File: config.mk
export PLATFORM = sky130hd
export DESIGN_NAME = keypad_code_alarm_controller_unit_flat
export DESIGN_NICKNAME = d
export VERILOG_FILES = /design/src/design/kcac_pkg.sv /design/src/design/kcac_if.sv /design/src/design/kcac_debounce.sv /design/src/design/kcac_core.sv /design/src/design/keypad_code_alarm_controller_unit.sv /design/src/flat_wrapper.sv
export SDC_FILE = /design/constraint.sdc
export NUM_CORES = 1
export LEC_CHECK = 0
export BUFFER_PORTS_ARGS = -buffer_cell sky130_fd_sc_hd__buf_2
export CAP_MARGIN = 30
export CORE_MARGIN = 1
export CORE_UTILIZATION = 61
export DETAILED_ROUTE_END_ITERATION = 6
export GPL_TIMING_DRIVEN = 0
export PLACE_DENSITY = 0.8
export SYNTH_ARGS = -nofsm -noshare
export SYNTH_HDL_FRONTEND = slang
export SYNTH_HIERARCHICAL = 1
export SYNTH_SLANG_ARGS = --single-unit
File: constraint.sdc
create_clock -name clk -period 4.5 [get_ports clk]
set_clock_uncertainty 0.05 [all_clocks]
set_input_delay 0.9 -clock clk [delete_from_list [all_inputs] [get_ports clk]]
set_output_delay 0.9 -clock clk [all_outputs]
set_load 0.01 [all_outputs]
File: src/design/kcac_pkg.sv
// Package for the keypad code alarm controller: widths, reset values, register indexes,
// the mode encoding and the structs passed between the debouncer, the core and the top level.
// No dependencies; every other design file refers to it by scoped names.
package kcac_pkg;

  localparam int HISTORY_DEPTH_DEF = 8;

  localparam int BTN_W       = 3;
  localparam int ARM_DELAY_W = 15;
  localparam int BLINK_W     = 8;
  localparam int CODE_W      = 9;
  localparam int STATE_W     = 3;
  localparam int MOTOR_W     = 2;
  localparam int CFG_INDEX_W = 2;
  localparam int CFG_DATA_W  = 15;

  localparam logic [ARM_DELAY_W-1:0] ARM_DELAY_RST   = ARM_DELAY_W'(1000);
  localparam logic [BLINK_W-1:0]     BLINK_RST       = BLINK_W'(25);
  localparam logic [CODE_W-1:0]      DISARM_CODE_RST = CODE_W'(98);
  localparam logic [CODE_W-1:0]      ARM_CODE_RST    = CODE_W'(266);

  // Configuration register indexes.
  localparam logic [CFG_INDEX_W-1:0] CFG_ARM_DELAY   = 2'd0;
  localparam logic [CFG_INDEX_W-1:0] CFG_BLINK       = 2'd1;
  localparam logic [CFG_INDEX_W-1:0] CFG_DISARM_CODE = 2'd2;
  localparam logic [CFG_INDEX_W-1:0] CFG_ARM_CODE    = 2'd3;

  // Bit positions in the LED/buzzer level register.
  localparam int LED_GREEN  = 0;
  localparam int LED_RED    = 1;
  localparam int LED_BUZZER = 2;

  // Lower half is disarmed, upper half is armed.
  typedef enum logic [STATE_W-1:0] {
    ST_DISARMED  = 3'd0,
    ST_DIS1      = 3'd1,
    ST_DIS2      = 3'd2,
    ST_ARMING    = 3'd3,
    ST_ARMED     = 3'd4,
    ST_ARM1      = 3'd5,
    ST_ARM2      = 3'd6,
    ST_DISARMING = 3'd7
  } mode_t;

  typedef enum logic [MOTOR_W-1:0] {
    MOTOR_NONE     = 2'd0,
    MOTOR_BACKWARD = 2'd1,
    MOTOR_FORWARD  = 2'd2
  } motor_t;

  typedef struct packed {
    logic [ARM_DELAY_W-1:0] arm_delay_ticks;
    logic [BLINK_W-1:0]     blink_period;
    logic [CODE_W-1:0]      disarm_code;
    logic [CODE_W-1:0]      arm_code;
  } cfg_t;

  typedef struct packed {
    logic [BTN_W-1:0] pressed;
    logic [BTN_W-1:0] released;
  } edges_t;

  typedef struct packed {
    logic [STATE_W-1:0] alarm_state;
    logic               tripped;
    logic               green_led;
    logic               red_led;
    logic               buzzer;
    logic [MOTOR_W-1:0] motor_cmd;
  } core_out_t;

  // Button mask for one step of a three-step code; the first step sits in the low bits.
  function automatic logic [BTN_W-1:0] code_step(input logic [CODE_W-1:0] code,
                                                 input logic [1:0] step);
    logic [BTN_W-1:0] mask;
    case (step)
      2'd0:    mask = code[BTN_W-1:0];
      2'd1:    mask = code[2*BTN_W-1:BTN_W];
      2'd2:    mask = code[3*BTN_W-1:2*BTN_W];
      default: mask = '0;
    endcase
    return mask;
  endfunction

endpackage

File: src/design/kcac_if.sv
// Valid/ready channel interfaces for the keypad code alarm controller.
// Depends on kcac_pkg for the field widths.
interface kcac_in_if;
  logic                      valid;
  logic                      ready;
  logic [kcac_pkg::BTN_W-1:0] button_sample;

  modport source (output valid, output button_sample, input ready);
  modport sink (input valid, input button_sample, output ready);
endinterface

interface kcac_out_if;
  logic                        valid;
  logic                        ready;
  logic [kcac_pkg::STATE_W-1:0] alarm_state;
  logic                        tripped;
  logic                        green_led;
  logic                        red_led;
  logic                        buzzer;
  logic [kcac_pkg::MOTOR_W-1:0] motor_cmd;
  logic [kcac_pkg::BTN_W-1:0]   pressed_edges;
  logic [kcac_pkg::BTN_W-1:0]   released_edges;

  modport source (output valid, output alarm_state, output tripped, output green_led,
                  output red_led, output buzzer, output motor_cmd, output pressed_edges,
                  output released_edges, input ready);
  modport sink (input valid, input alarm_state, input tripped, input green_led,
                input red_led, input buzzer, input motor_cmd, input pressed_edges,
                input released_edges, output ready);
endinterface

File: src/design/kcac_debounce.sv
// Button debouncer: a shift line of past samples and the debounced levels with edge detection.
// Depends on kcac_pkg.
module kcac_debounce #(
  parameter int HISTORY_DEPTH = kcac_pkg::HISTORY_DEPTH_DEF
) (
  input  logic                       clk,
  input  logic                       rst_n,
  input  logic                       advance,
  input  logic [kcac_pkg::BTN_W-1:0] sample,
  output kcac_pkg::edges_t           edges
);

  // The window is the new sample plus the previous HISTORY_DEPTH-1 samples.
  localparam int PAST = HISTORY_DEPTH - 1;

  logic [kcac_pkg::BTN_W-1:0] hist_r [PAST];
  logic [kcac_pkg::BTN_W-1:0] level_r;
  logic [kcac_pkg::BTN_W-1:0] level_nxt;
  logic [kcac_pkg::BTN_W-1:0] all_high;
  logic [kcac_pkg::BTN_W-1:0] any_high;

  always_comb begin
    all_high = sample;
    any_high = sample;
    for (int i = 0; i < PAST; i++) begin
      all_high = all_high & hist_r[i];
      any_high = any_high | hist_r[i];
    end
    edges.released = ~level_r & all_high;
    edges.pressed  = level_r & ~any_high;
    level_nxt      = all_high | (level_r & any_high);
  end

  always_ff @(posedge clk) begin
    if (!rst_n) begin
      level_r <= '0;
      for (int i = 0; i < PAST; i++) begin
        hist_r[i] <= '0;
      end
    end else if (advance) begin
      level_r   <= level_nxt;
      hist_r[0] <= sample;
      for (int i = 1; i < PAST; i++) begin
        hist_r[i] <= hist_r[i-1];
      end
    end
  end

  // A button cannot be reported pressed and released on the same tick.
  a_edges_disjoint: assert property (@(posedge clk) disable iff (!rst_n)
    (edges.pressed & edges.released) == '0)
    else $error("press and release edge on the same button");

  // A release edge means the whole window was high, so the level is high afterwards.
  a_release_sets_level: assert property (@(posedge clk) disable iff (!rst_n)
    (advance && edges.released != '0) |=> ((level_r & $past(edges.released))
                                           == $past(edges.released)))
    else $error("release edge did not raise the debounced level");

  // Levels change only on an accepted sample.
  a_level_hold: assert property (@(posedge clk) disable iff (!rst_n)
    !advance |=> $stable(level_r))
    else $error("debounced level changed without a sample");

endmodule

File: src/design/kcac_core.sv
// Code-entry state machine, arm countdown and LED/buzzer/motor logic of the alarm.
// Depends on kcac_pkg.
module kcac_core (
  input  logic                       clk,
  input  logic                       rst_n,
  input  logic                       advance,
  input  kcac_pkg::cfg_t             cfg,
  input  logic [kcac_pkg::BTN_W-1:0] pressed,
  output kcac_pkg::core_out_t        result
);

  kcac_pkg::mode_t mode_r, mode_nxt, mode_a;
  logic            tripped_r, tripped_nxt, trip_a;
  logic [kcac_pkg::ARM_DELAY_W-1:0] cnt_r, cnt_nxt, cnt_a;
  logic [kcac_pkg::BLINK_W-1:0]     blink_r, blink_nxt;
  logic [kcac_pkg::BTN_W-1:0]       led_r, led_nxt;
  kcac_pkg::motor_t                 motor;
  logic                             dis_hit;
  logic                             arm_hit;

  always_comb begin
    // Step index is the low two bits of the mode in both halves.
    dis_hit = |(pressed & kcac_pkg::code_step(cfg.disarm_code, mode_r[1:0]));
    arm_hit = |(pressed & kcac_pkg::code_step(cfg.arm_code, mode_r[1:0]));

    mode_a = mode_r;
    trip_a = tripped_r;
    cnt_a  = cnt_r;
    if (pressed != '0) begin
      unique case (mode_r)
        kcac_pkg::ST_DISARMED: begin
          if (dis_hit) mode_a = kcac_pkg::ST_DIS1;
        end
        kcac_pkg::ST_DIS1: begin
          mode_a = dis_hit ? kcac_pkg::ST_DIS2 : kcac_pkg::ST_DISARMED;
        end
        kcac_pkg::ST_DIS2: begin
          if (dis_hit) begin
            mode_a = kcac_pkg::ST_ARMING;
            cnt_a  = cfg.arm_delay_ticks;
          end else begin
            mode_a = kcac_pkg::ST_DISARMED;
          end
        end
        kcac_pkg::ST_ARMED: begin
          if (arm_hit) mode_a = kcac_pkg::ST_ARM1;
          else trip_a = 1'b1;
        end
        kcac_pkg::ST_ARM1, kcac_pkg::ST_ARM2: begin
          if (arm_hit) begin
            mode_a = (mode_r == kcac_pkg::ST_ARM1) ? kcac_pkg::ST_ARM2
                                                   : kcac_pkg::ST_DISARMING;
            if (mode_r == kcac_pkg::ST_ARM2) cnt_a = cfg.arm_delay_ticks;
          end else begin
            mode_a = kcac_pkg::ST_ARMED;
            trip_a = 1'b1;
          end
        end
        // Presses are ignored while the countdown runs or the disarm completes.
        kcac_pkg::ST_ARMING, kcac_pkg::ST_DISARMING: begin
          mode_a = mode_r;
        end
        default: mode_a = mode_r;
      endcase
    end

    mode_nxt    = mode_a;
    tripped_nxt = trip_a;
    cnt_nxt     = cnt_a;
    motor       = kcac_pkg::MOTOR_NONE;
    if (mode_a == kcac_pkg::ST_ARMING) begin
      if (cnt_a <= kcac_pkg::ARM_DELAY_W'(1)) begin
        cnt_nxt  = '0;
        mode_nxt = kcac_pkg::ST_ARMED;
        motor    = kcac_pkg::MOTOR_BACKWARD;
      end else begin
        cnt_nxt = cnt_a - kcac_pkg::ARM_DELAY_W'(1);
      end
    end else if (mode_a == kcac_pkg::ST_DISARMING) begin
      tripped_nxt = 1'b0;
      mode_nxt    = kcac_pkg::ST_DISARMED;
      motor       = kcac_pkg::MOTOR_FORWARD;
    end

    blink_nxt = blink_r;
    led_nxt   = '0;
    if (!mode_nxt[2]) begin
      led_nxt[kcac_pkg::LED_GREEN] = 1'b1;
      blink_nxt = '0;
    end else if (!tripped_nxt) begin
      led_nxt[kcac_pkg::LED_RED] = 1'b1;
    end else begin
      led_nxt[kcac_pkg::LED_BUZZER] = 1'b1;
      led_nxt[kcac_pkg::LED_RED]    = led_r[kcac_pkg::LED_RED];
      if (blink_r >= cfg.blink_period) begin
        led_nxt[kcac_pkg::LED_RED] = ~led_r[kcac_pkg::LED_RED];
        blink_nxt = '0;
      end else begin
        blink_nxt = blink_r + kcac_pkg::BLINK_W'(1);
      end
    end

    result.alarm_state = mode_nxt;
    result.tripped     = tripped_nxt;
    result.green_led   = led_nxt[kcac_pkg::LED_GREEN];
    result.red_led     = led_nxt[kcac_pkg::LED_RED];
    result.buzzer      = led_nxt[kcac_pkg::LED_BUZZER];
    result.motor_cmd   = motor;
  end

  always_ff @(posedge clk) begin
    if (!rst_n) begin
      mode_r    <= kcac_pkg::ST_DISARMED;
      tripped_r <= 1'b0;
      cnt_r     <= kcac_pkg::ARM_DELAY_RST;
      blink_r   <= '0;
      led_r     <= '0;
    end else if (advance) begin
      mode_r    <= mode_nxt;
      tripped_r <= tripped_nxt;
      cnt_r     <= cnt_nxt;
      blink_r   <= blink_nxt;
      led_r     <= led_nxt;
    end
  end

  // The disarm-complete state resolves within its own tick and is never held.
  a_no_hold_disarming: assert property (@(posedge clk) disable iff (!rst_n)
    mode_r != kcac_pkg::ST_DISARMING)
    else $error("disarm-complete state was stored");

  // The tripped flag only exists in the armed half.
  a_trip_armed: assert property (@(posedge clk) disable iff (!rst_n)
    tripped_r |-> mode_r[2])
    else $error("tripped while disarmed");

  // The buzzer sounds only when tripped.
  a_buzzer_trip: assert property (@(posedge clk) disable iff (!rst_n)
    led_r[kcac_pkg::LED_BUZZER] |-> tripped_r)
    else $error("buzzer on without trip");

endmodule

File: src/design/keypad_code_alarm_controller_unit.sv
// Top level of the keypad code alarm controller: configuration registers, debouncer, core
// and the result register. Depends on kcac_pkg, kcac_if, kcac_debounce and kcac_core.
//
// Usage. The in_req channel carries one request per 10 ms tick: button_sample holds the raw
// levels of the three buttons, low meaning pressed. Every accepted request produces exactly one
// result on out_res: the alarm state after the tick, the tripped flag, the green, red and
// buzzer drives, a one-tick motor command and the debounced press and release edges.
// Configuration is written through cfg_we/cfg_index/cfg_wdata, one register per edge with cfg_we
// high. The user must write only while no request is in flight; the block does not enforce it.
//
// Latency and throughput. The debounce window, the code machine, the countdown and the LED logic
// all evaluate combinationally between the incoming request and the result register, so a result
// is valid the cycle after its request is accepted, and one request is taken every cycle while
// out_res.ready stays high. The single result register is what paces the block: in_req.ready is
// high whenever that register is empty or being emptied in the same cycle.
//
// Reset. rst_n is synchronous and active low. It clears the sample history and debounced
// levels, returns the machine to the disarmed idle state, reloads the countdown with 1000 and
// restores the register defaults (arm delay 1000, blink period 25, codes 98 and 266).
//
// Stalls. When out_res.ready is low with a result waiting, the result holds and in_req.ready
// drops, so no request is taken until the receiver frees the register.
module keypad_code_alarm_controller_unit #(
  parameter int HISTORY_DEPTH = kcac_pkg::HISTORY_DEPTH_DEF
) (
  input  logic                             clk,
  input  logic                             rst_n,
  kcac_in_if.sink                          in_req,
  kcac_out_if.source                       out_res,
  input  logic                             cfg_we,
  input  logic [kcac_pkg::CFG_INDEX_W-1:0] cfg_index,
  input  logic [kcac_pkg::CFG_DATA_W-1:0]  cfg_wdata
);

  kcac_pkg::cfg_t      cfg_r;
  kcac_pkg::edges_t    edges;
  kcac_pkg::core_out_t core_res;
  kcac_pkg::edges_t    edges_r;
  kcac_pkg::core_out_t core_res_r;
  logic                out_valid_r;
  logic                accept;

  // A request is taken when the result register is empty or drains this cycle.
  assign in_req.ready = !out_valid_r || out_res.ready;
  assign accept       = in_req.valid && in_req.ready;

  // Configuration registers; each write is truncated to the register's width.
  always_ff @(posedge clk) begin
    if (!rst_n) begin
      cfg_r.arm_delay_ticks <= kcac_pkg::ARM_DELAY_RST;
      cfg_r.blink_period    <= kcac_pkg::BLINK_RST;
      cfg_r.disarm_code     <= kcac_pkg::DISARM_CODE_RST;
      cfg_r.arm_code        <= kcac_pkg::ARM_CODE_RST;
    end else if (cfg_we) begin
      unique case (cfg_index)
        kcac_pkg::CFG_ARM_DELAY:   cfg_r.arm_delay_ticks <= cfg_wdata;
        kcac_pkg::CFG_BLINK:       cfg_r.blink_period <= cfg_wdata[kcac_pkg::BLINK_W-1:0];
        kcac_pkg::CFG_DISARM_CODE: cfg_r.disarm_code <= cfg_wdata[kcac_pkg::CODE_W-1:0];
        kcac_pkg::CFG_ARM_CODE:    cfg_r.arm_code <= cfg_wdata[kcac_pkg::CODE_W-1:0];
        default:                   cfg_r <= cfg_r;
      endcase
    end
  end

  kcac_debounce #(
    .HISTORY_DEPTH (HISTORY_DEPTH)
  ) u_debounce (
    .clk     (clk),
    .rst_n   (rst_n),
    .advance (accept),
    .sample  (in_req.button_sample),
    .edges   (edges)
  );

  kcac_core u_core (
    .clk     (clk),
    .rst_n   (rst_n),
    .advance (accept),
    .cfg     (cfg_r),
    .pressed (edges.pressed),
    .result  (core_res)
  );

  // Result register: control bit under reset, payload loaded on each accepted request.
  always_ff @(posedge clk) begin
    if (!rst_n) begin
      out_valid_r <= 1'b0;
    end else if (accept) begin
      out_valid_r <= 1'b1;
    end else if (out_res.ready) begin
      out_valid_r <= 1'b0;
    end
  end

  always_ff @(posedge clk) begin
    if (accept) begin
      edges_r    <= edges;
      core_res_r <= core_res;
    end
  end

  assign out_res.valid          = out_valid_r;
  assign out_res.alarm_state    = core_res_r.alarm_state;
  assign out_res.tripped        = core_res_r.tripped;
  assign out_res.green_led      = core_res_r.green_led;
  assign out_res.red_led        = core_res_r.red_led;
  assign out_res.buzzer         = core_res_r.buzzer;
  assign out_res.motor_cmd      = core_res_r.motor_cmd;
  assign out_res.pressed_edges  = edges_r.pressed;
  assign out_res.released_edges = edges_r.released;

  // Every accepted request leaves a result in the register on the next cycle.
  a_accept_gives_result: assert property (@(posedge clk) disable iff (!rst_n)
    accept |=> out_valid_r)
    else $error("accepted request produced no result");

  // Green shows exactly while the reported state is in the disarmed half.
  a_green_disarmed: assert property (@(posedge clk) disable iff (!rst_n)
    out_valid_r |-> (core_res_r.green_led == !core_res_r.alarm_state[2]))
    else $error("green LED disagrees with alarm state");

  // A motor command is always one of the defined codes and never comes with a tripped flag
  // on a forward turn.
  a_motor_code: assert property (@(posedge clk) disable iff (!rst_n)
    out_valid_r |-> ((core_res_r.motor_cmd == kcac_pkg::MOTOR_NONE ||
                      core_res_r.motor_cmd == kcac_pkg::MOTOR_BACKWARD ||
                      core_res_r.motor_cmd == kcac_pkg::MOTOR_FORWARD) &&
                     !(core_res_r.motor_cmd == kcac_pkg::MOTOR_FORWARD &&
                       core_res_r.tripped)))
    else $error("bad motor command");

endmodule

File: src/flat_wrapper.sv
// flat-port wrapper written by rule: the top's interface ports become plain ports
module keypad_code_alarm_controller_unit_flat 
#(
  parameter int HISTORY_DEPTH = kcac_pkg::HISTORY_DEPTH_DEF
)
  (clk, rst_n, cfg_we, cfg_index, cfg_wdata, in_req_valid, in_req_button_sample, in_req_ready, out_res_valid, out_res_alarm_state, out_res_tripped, out_res_green_led, out_res_red_led, out_res_buzzer, out_res_motor_cmd, out_res_pressed_edges, out_res_released_edges, out_res_ready);
  kcac_in_if in_req_i ();
  kcac_out_if out_res_i ();
  input  logic clk;
  input  logic rst_n;
  input  logic cfg_we;
  input  logic [kcac_pkg::CFG_INDEX_W-1:0] cfg_index;
  input  logic [kcac_pkg::CFG_DATA_W-1:0] cfg_wdata;
  input wire logic [$bits(in_req_i.valid)-1:0] in_req_valid;
  input wire logic [$bits(in_req_i.button_sample)-1:0] in_req_button_sample;
  output wire logic [$bits(in_req_i.ready)-1:0] in_req_ready;
  output wire logic [$bits(out_res_i.valid)-1:0] out_res_valid;
  output wire logic [$bits(out_res_i.alarm_state)-1:0] out_res_alarm_state;
  output wire logic [$bits(out_res_i.tripped)-1:0] out_res_tripped;
  output wire logic [$bits(out_res_i.green_led)-1:0] out_res_green_led;
  output wire logic [$bits(out_res_i.red_led)-1:0] out_res_red_led;
  output wire logic [$bits(out_res_i.buzzer)-1:0] out_res_buzzer;
  output wire logic [$bits(out_res_i.motor_cmd)-1:0] out_res_motor_cmd;
  output wire logic [$bits(out_res_i.pressed_edges)-1:0] out_res_pressed_edges;
  output wire logic [$bits(out_res_i.released_edges)-1:0] out_res_released_edges;
  input wire logic [$bits(out_res_i.ready)-1:0] out_res_ready;
  assign in_req_i.valid = in_req_valid;
  assign in_req_i.button_sample = in_req_button_sample;
  assign in_req_ready = in_req_i.ready;
  assign out_res_valid = out_res_i.valid;
  assign out_res_alarm_state = out_res_i.alarm_state;
  assign out_res_tripped = out_res_i.tripped;
  assign out_res_green_led = out_res_i.green_led;
  assign out_res_red_led = out_res_i.red_led;
  assign out_res_buzzer = out_res_i.buzzer;
  assign out_res_motor_cmd = out_res_i.motor_cmd;
  assign out_res_pressed_edges = out_res_i.pressed_edges;
  assign out_res_released_edges = out_res_i.released_edges;
  assign out_res_i.ready = out_res_ready;
  keypad_code_alarm_controller_unit #(.HISTORY_DEPTH(HISTORY_DEPTH)) u_core (.clk(clk), .rst_n(rst_n), .in_req(in_req_i), .out_res(out_res_i), .cfg_we(cfg_we), .cfg_index(cfg_index), .cfg_wdata(cfg_wdata));
endmodule
==> results of run 1 <==
-- metal layers --
layer | share of wire | track usage | vias to the layer above | routed length, um
met5 | 0 | 0 | - | 0
met4 | 0.019 | 0.110 | 0 | 266
met3 | 0.073 | 0.0506 | 20 | 1020
met2 | 0.46 | 0.450 | 185 | 6460
met1 | 0.44 | 0.405 | 2304 | 6210
li1 | - | - | 2325 | -
-- layout make-up --
cell class	count	area [um^2]
repair buffers	49	293
flip-flops and latches	109	2540
well taps	129	161
clock buffers	12	135
plain buffers	35	204
multi-input cells	434	3130
inverters	24	90.1
fillers	706	2690
clock inverters	4	80.1
-- power by group through the flow --
stage / logic [mW] / clock network, mW / registers, mW
floorplan: 0.124 / 0 / 1.11
global placement: 0.184 / 0 / 1.11
detailed placement: 0.193 / 0 / 1.11
global route: 0.223 / 0.710 / 1.10
finish: 0.204 / 0.662 / 1.09
CTS: 0.194 / 0.678 / 1.09
-- critical path, stage by stage --
cell      delay (ns)
buf_2           0.12
nor4_2          0.29
and3_2          0.39
a22oi_1         0.18
and3_1          0.20
buf_2           0.18
or2_1           0.25
buf_6           0.16
a21oi_2         0.20
inv_1           0.07
ha_1            0.20
o211ai_1        0.20
nor2_2          0.11
o211a_4         0.18
a221oi_4        0.34
buf_6           0.20
a31oi_1         0.05
o221a_1         0.26
-- final timing paths --
| path | end | slack (ns) | cells after the start |
|---|---|---|---|
| hold reg to reg | u_core/cfg_r[24] | 0.42 | 2 |
| setup reg to reg | u_core/u_core/led_r[1] | 0.37 | 17 |
| setup / recovery | u_core/u_core/led_r[1] | 0.24 | 18 |
| hold / removal | u_core/cfg_r[24] | 0.42 | 2 |
-- sequential cells by signal (all words and copies together) (netlist names), 2 cells and up --
signal                         count
u_core/u_debounce/level_r          3
u_core/out_res.motor_cmd           2
u_core/out_res.pressed_edges       3
u_core/out_res.released_edges      3
u_core/u_core/cnt_r               15
u_core/out_res.alarm_state         3
u_core/u_core/blink_r              8
u_core/u_core/mode_r               3
u_core/cfg_r                      41
u_core/u_debounce/hist_r          21
-- what timing repair did --
action	CTS	global route
pin swaps	0	3
hold buffers	0	0
resized for setup	1	11
buffers inserted	3	3
endpoints found under the setup margin	11	21
-- per-stage QoR --
stage / setup TNS, ns / utilization / worst slack (ns)
finish: 0 / 0.711 / 0.238
global route: 0 / 0.711 / 0.0155
CTS: 0 / 0.702 / 0.0112
detailed placement: -9.66 / 0.676 / -0.538
global placement: -6.44 / 0.674 / -0.439
floorplan: 0 / - / 0.283
-- placed cells by master, fill, tap and decap left out, types with 7 or more instances in the layout --
| cell type | n |
|---|---|
| nor3_1 | 14 |
| edfxtp_1 | 36 |
| clkbuf_8 | 9 |
| buf_4 | 10 |
| clkbuf_1 | 18 |
| o21ai_0 | 12 |
| nand3b_1 | 8 |
| nand2_1 | 64 |
| dfxtp_1 | 73 |
| nor4_2 | 7 |
| inv_1 | 24 |
| nand3_1 | 11 |
| nand4_1 | 7 |
| nand2b_1 | 9 |
| mux2i_1 | 48 |
| and3_1 | 24 |
| o211ai_1 | 7 |
| a21oi_1 | 23 |
| nor2b_1 | 19 |
| xor2_1 | 7 |
| xnor2_1 | 13 |
| buf_2 | 51 |
| nor2_1 | 24 |
| and2_1 | 7 |
| o21ai_1 | 16 |
| ha_1 | 11 |
-- cell families after synthesis --
kind of cell    count (synthesis)
compound gates                122
simple gates                  232
flops                         109
xor+xnor                       20
buf+inv                        60
fa+ha+maj                      11
mux                            49
==> flow_summary.toml, run 1 <==
[run_status]
outcome = "completed"

[synth]
synth_nets = 639
netlist_area_um2 = 5920
synth_top_family_by_area = "simple AND/OR/NAND/NOR gates"
post_synth_xor_area_fraction = 0.0296
synth_mux_area_frac = 0.0829
synth_edf_count = 36
yosysMostFrequentCell = "dfxtp_1"
syn_inst = 603
ys.flop_type = "dfxtp_1"
yosys_register_bits = 109
syn_avg_cell_area_um2 = 9.81
synth-compound-area-share = 0.156
synth-adder-area-share = 0.0233
synth_top_area_frac = 0.247
ys_warn_count = 6
synth_commonest_cells = "dfxtp_1, nand2_1, mux2i_1"
synth_largest_area_cell = "dfxtp_1"
synth_cell_type_count = 80
synth-simple-area-share = 0.229
synthTopCellsByArea = "dfxtp_1, edfxtp_1, mux2i_1, nand2_1, and3_1"
ys_async_sr_fraction = 0
synth-seq-area-share = 0.430

[sta]
rsz0062_at_grt = "no"
max_freq_mhz = 235
min_period_over_period = 0.947
timing.slew.headroom = 0.551
min_period_ns = 4.26
slew_viol_final = 0
hold_violations = 0
setup_viol = 0
worst_pin_slew_ns = 0.674
whs_ns = 0.417

[clock_tree]
numCtsBuffers = 9
cts_tree = "done"
cts_root_buffer = "clkbuf_8"
clk_latency_ns = 0.38
htreeDepth = 3
clock_path_buffers = 2
cts.sinks = 109
clk_pin_slew_ns = 0.10

[grt]
grt_pass1_wl_mm = 22.6
gr-total-overflow = 0
grt_max_degree = 22
grt_pass1_vias = 4479
antenna_found_initial = 0
grt_use_total = 0.290

[critical_path]
critPathMaxFanout = 10
worstReg2RegStart = "u_core/u_debounce/hist_r[3][2]"
required_ns = 4.73
worstSetupEndpointType = "flip-flop"
cp-start-kind = "primary input"
worstPathArrival_ns = 4.49
setup.worst_path.start = "in_req_button_sample[2]"
crit_type = "primary input to flip-flop"

[power]
total_power_mw = 1.96
p_comb_frac = 0.104
power.switching_uw = 496
leakage_nw = 2.59
seqPwrFrac = 0.558
p_clk_frac = 0.338
swShare = 0.254
ir_worst_vdd_mv = 0.185
powerDensity_nw_per_um2 = 295
p_int_mw = 1.46

[layout]
syn2layout_area_growth_pct = 12.2
design_area_um2 = 6640
drive_above_1_share = 0.186
layout.nets = 698
finalNonFillerCells = 796
diodes = 0

[route]
drcViolationCount = 0
wl_per_cell_um = 17.5
via_per_inst = 6.07
routed_wl_mm = 14.0
first_iter_violations = 287
dr.pass1.iters = 5
antenna_left = 0
vias = 4834

[floorplanning]
start_util = 0.634
row_count = 35
core_area_um2 = 9330
die-area_um2 = 10100
die_h_um = 100
io_pins = 42
die_w_um = 100

[place]
dp_hpwl_mm = 10.1
numPortBuffers = 41
place_congestion = 0.907
dp_cells = 774
dpl_cell_area_um2 = 6310

[min_path]
hold_start = "u_core/cfg_r[24]"
hp-class = "flip-flop to flip-flop"

[flow_run]
maxCapViolCount = 0
(Power assumes the default switching activity.)
==> run 2: changes to the inputs <==
CAP_MARGIN = 10   (was 30)
RECOVER_POWER = 100   (was not set)
==> flow_summary.toml, run 2 (synthesized netlist as in run 1, its figures left out) <==
[power]
total_power_mw = 1.84
powerDensity_nw_per_um2 = 283
ir_worst_vdd_mv = 0.204
leakage_nw = 2.47

[critical_path]
critPathMaxFanout = 10
ff2ff_path_depth = 15
reg2reg_slack_ns = 0.29
path_buf_inv = 3
cp_common_cell = "nor2_2"
crit_chain = "clkbuf_1 > nor4_2 > and3_2 > a22oi_1 > and3_1 > buf_2 > nor2_2 > buf_4 > mux2i_1 > ha_1 > o21ai_1 > nor4_4 > a21oi_1 > o21ai_4 > nor2_2 > a221o_1"
cp-start-kind = "primary input"
required_ns = 4.72
worstReg2RegStart = "u_core/u_debounce/hist_r[3][2]"
rr_endpoint = "u_core/u_core/cnt_r[12]"
cpMaxStageDelayCell = "and3_2"
slowest_delay_ns = 0.39
crit_type = "primary input to flip-flop"
path_delay_family = "simple AND/OR/NAND/NOR gates"
worstPathArrival_ns = 4.55
worstSetupEndpointType = "flip-flop"

[route]
first_iter_violations = 350
wl_per_cell_um = 17.7
antenna_left = 0
routed_wl_mm = 14.1
vias = 4831
via_per_inst = 6.08
dr.pass1.iters = 5
drcViolationCount = 0

[layout]
top_register = "u_core/cfg_r"
fillers = 746
syn2layout_area_growth_pct = 9.79
reg.largest.list = "u_core/cfg_r (41), u_core/u_debounce/hist_r (21), u_core/u_core/cnt_r (15)"
layout.nets = 696
largest_reg_flops = 41
final_cell_mix = "dfxtp_1, nand2_1, mux2i_1"
drive_above_1_share = 0.146
diodes = 0
final_common_cell = "dfxtp_1"

[min_path]
hp-class = "flip-flop to flip-flop"
worstHoldPathCells = 2
hold_start = "u_core/cfg_r[5]"
min_to = "u_core/cfg_r[5]"

[clock_tree]
htreeDepth = 3
clock_path_buffers = 2
cts_tree = "done"
cts_root_buffer = "clkbuf_8"
clk_pin_slew_ns = 0.10
cts.sinks = 109
numCtsBuffers = 9
cts_hold_buf = 0
clk_latency_ns = 0.38

[floorplanning]
die_w_um = 100
io_pins = 42
die-area_um2 = 10100
row_count = 35
start_util = 0.634
core_area_um2 = 9330
die_h_um = 100

[grt]
grt_max_degree = 26
grt_pass1_vias = 4510
grt_use_total = 0.287
antenna_found_initial = 0
gr-total-overflow = 0
grt_pass1_wl_mm = 22.6

[run_status]
outcome = "completed"

[sta]
setup_slack_ns = 0.165
min_period_over_period = 0.963
timing.slew.headroom = 0.298
max_freq_mhz = 231
fin_setup_tns_ns = 0
min_period_ns = 4.34
slew_viol_final = 0
worst_pin_slew_ns = 1.05
setup_viol = 0
whs_ns = 0.417
hold_violations = 0

[place]
place_congestion = 0.907
numPortBuffers = 41
dp_hpwl_mm = 10.1
place_ws_ns = -0.529

[flow_run]
maxCapViolCount = 0
==> run 2: cell count changes in the layout (fill, tap and decap cells not counted), moves of 2 or more <==
cell       delta
buf_2        -21
and2_1        -3
clkbuf_1     +22
bufinv_16     -2
and2_0        +3
buf_4         -2
==> run 2: stage by stage <==
step	area [um^2]	utilization	instances
finish	6490	0.696	794
global route	6490	0.696	794
CTS	6480	0.695	791
detailed placement	6280	0.674	773
global placement	6280	0.674	773
floorplan	5920	-	603
==> run 2: cell type report <==
type | instances | area, um^2 | share of cell area
clock inverters | 6 | 45.0 | 0.00694
multi-input cells | 434 | 3120 | 0.480
clock buffers | 10 | 128 | 0.0196
inverters | 24 | 90.1 | 0.0139
flip-flops and latches | 109 | 2540 | 0.391
plain buffers | 35 | 199 | 0.0306
well taps | 129 | 161 | 0.0249
repair buffers | 47 | 214 | 0.0329
==> run 2: where the power goes <==
part | switching, mW | total (mW) | internal [mW]
registers | 0.0337 | 1.09 | 1.06
clock network | 0.343 | 0.550 | 0.207
logic | 0.121 | 0.194 | 0.0730
==> run 2: per-layer routing <==
metal	vias to the layer above	GRT usage	routed length (um)
met3	28	0.0513	1060
li1	2320	-	-
met4	0	0.0981	317
met5	-	0	0
met2	201	0.456	6440
met1	2282	0.398	6260
==> run 2: worst max-delay path by stage <==
stage / from / endpoint / slack [ns] / cells past startpoint
detailed placement: in_req_button_sample[2] / u_core/u_core/cnt_r[10] / -0.53 / 16
floorplan: in_req_button_sample[2] / u_core/u_core/led_r[1] / 0.28 / 18
global route: in_req_button_sample[1] / u_core/u_core/blink_r[4] / -0.0007 / 20
CTS: in_req_button_sample[2] / u_core/u_core/blink_r[5] / 0.007 / 19
finish: in_req_button_sample[2] / u_core/u_core/cnt_r[12] / 0.16 / 16
global placement: in_req_button_sample[2] / u_core/u_core/cnt_r[10] / -0.44 / 16
==> run 2: tightest hold or removal path: cells and delay by family, from the launching register on <==
family           cells  cell delay, ns
flip-flops           1            0.32
multiplexers         1            0.05
AND/OR/NAND/NOR      1            0.05
==> run 2: repair_timing <==
action | CTS | global route
gates resized for setup | 2 | 8
hold endpoints to repair | 0 | 0
setup endpoints to repair | 10 | 23
setup buffers | 2 | 3
pin swaps | 0 | 3
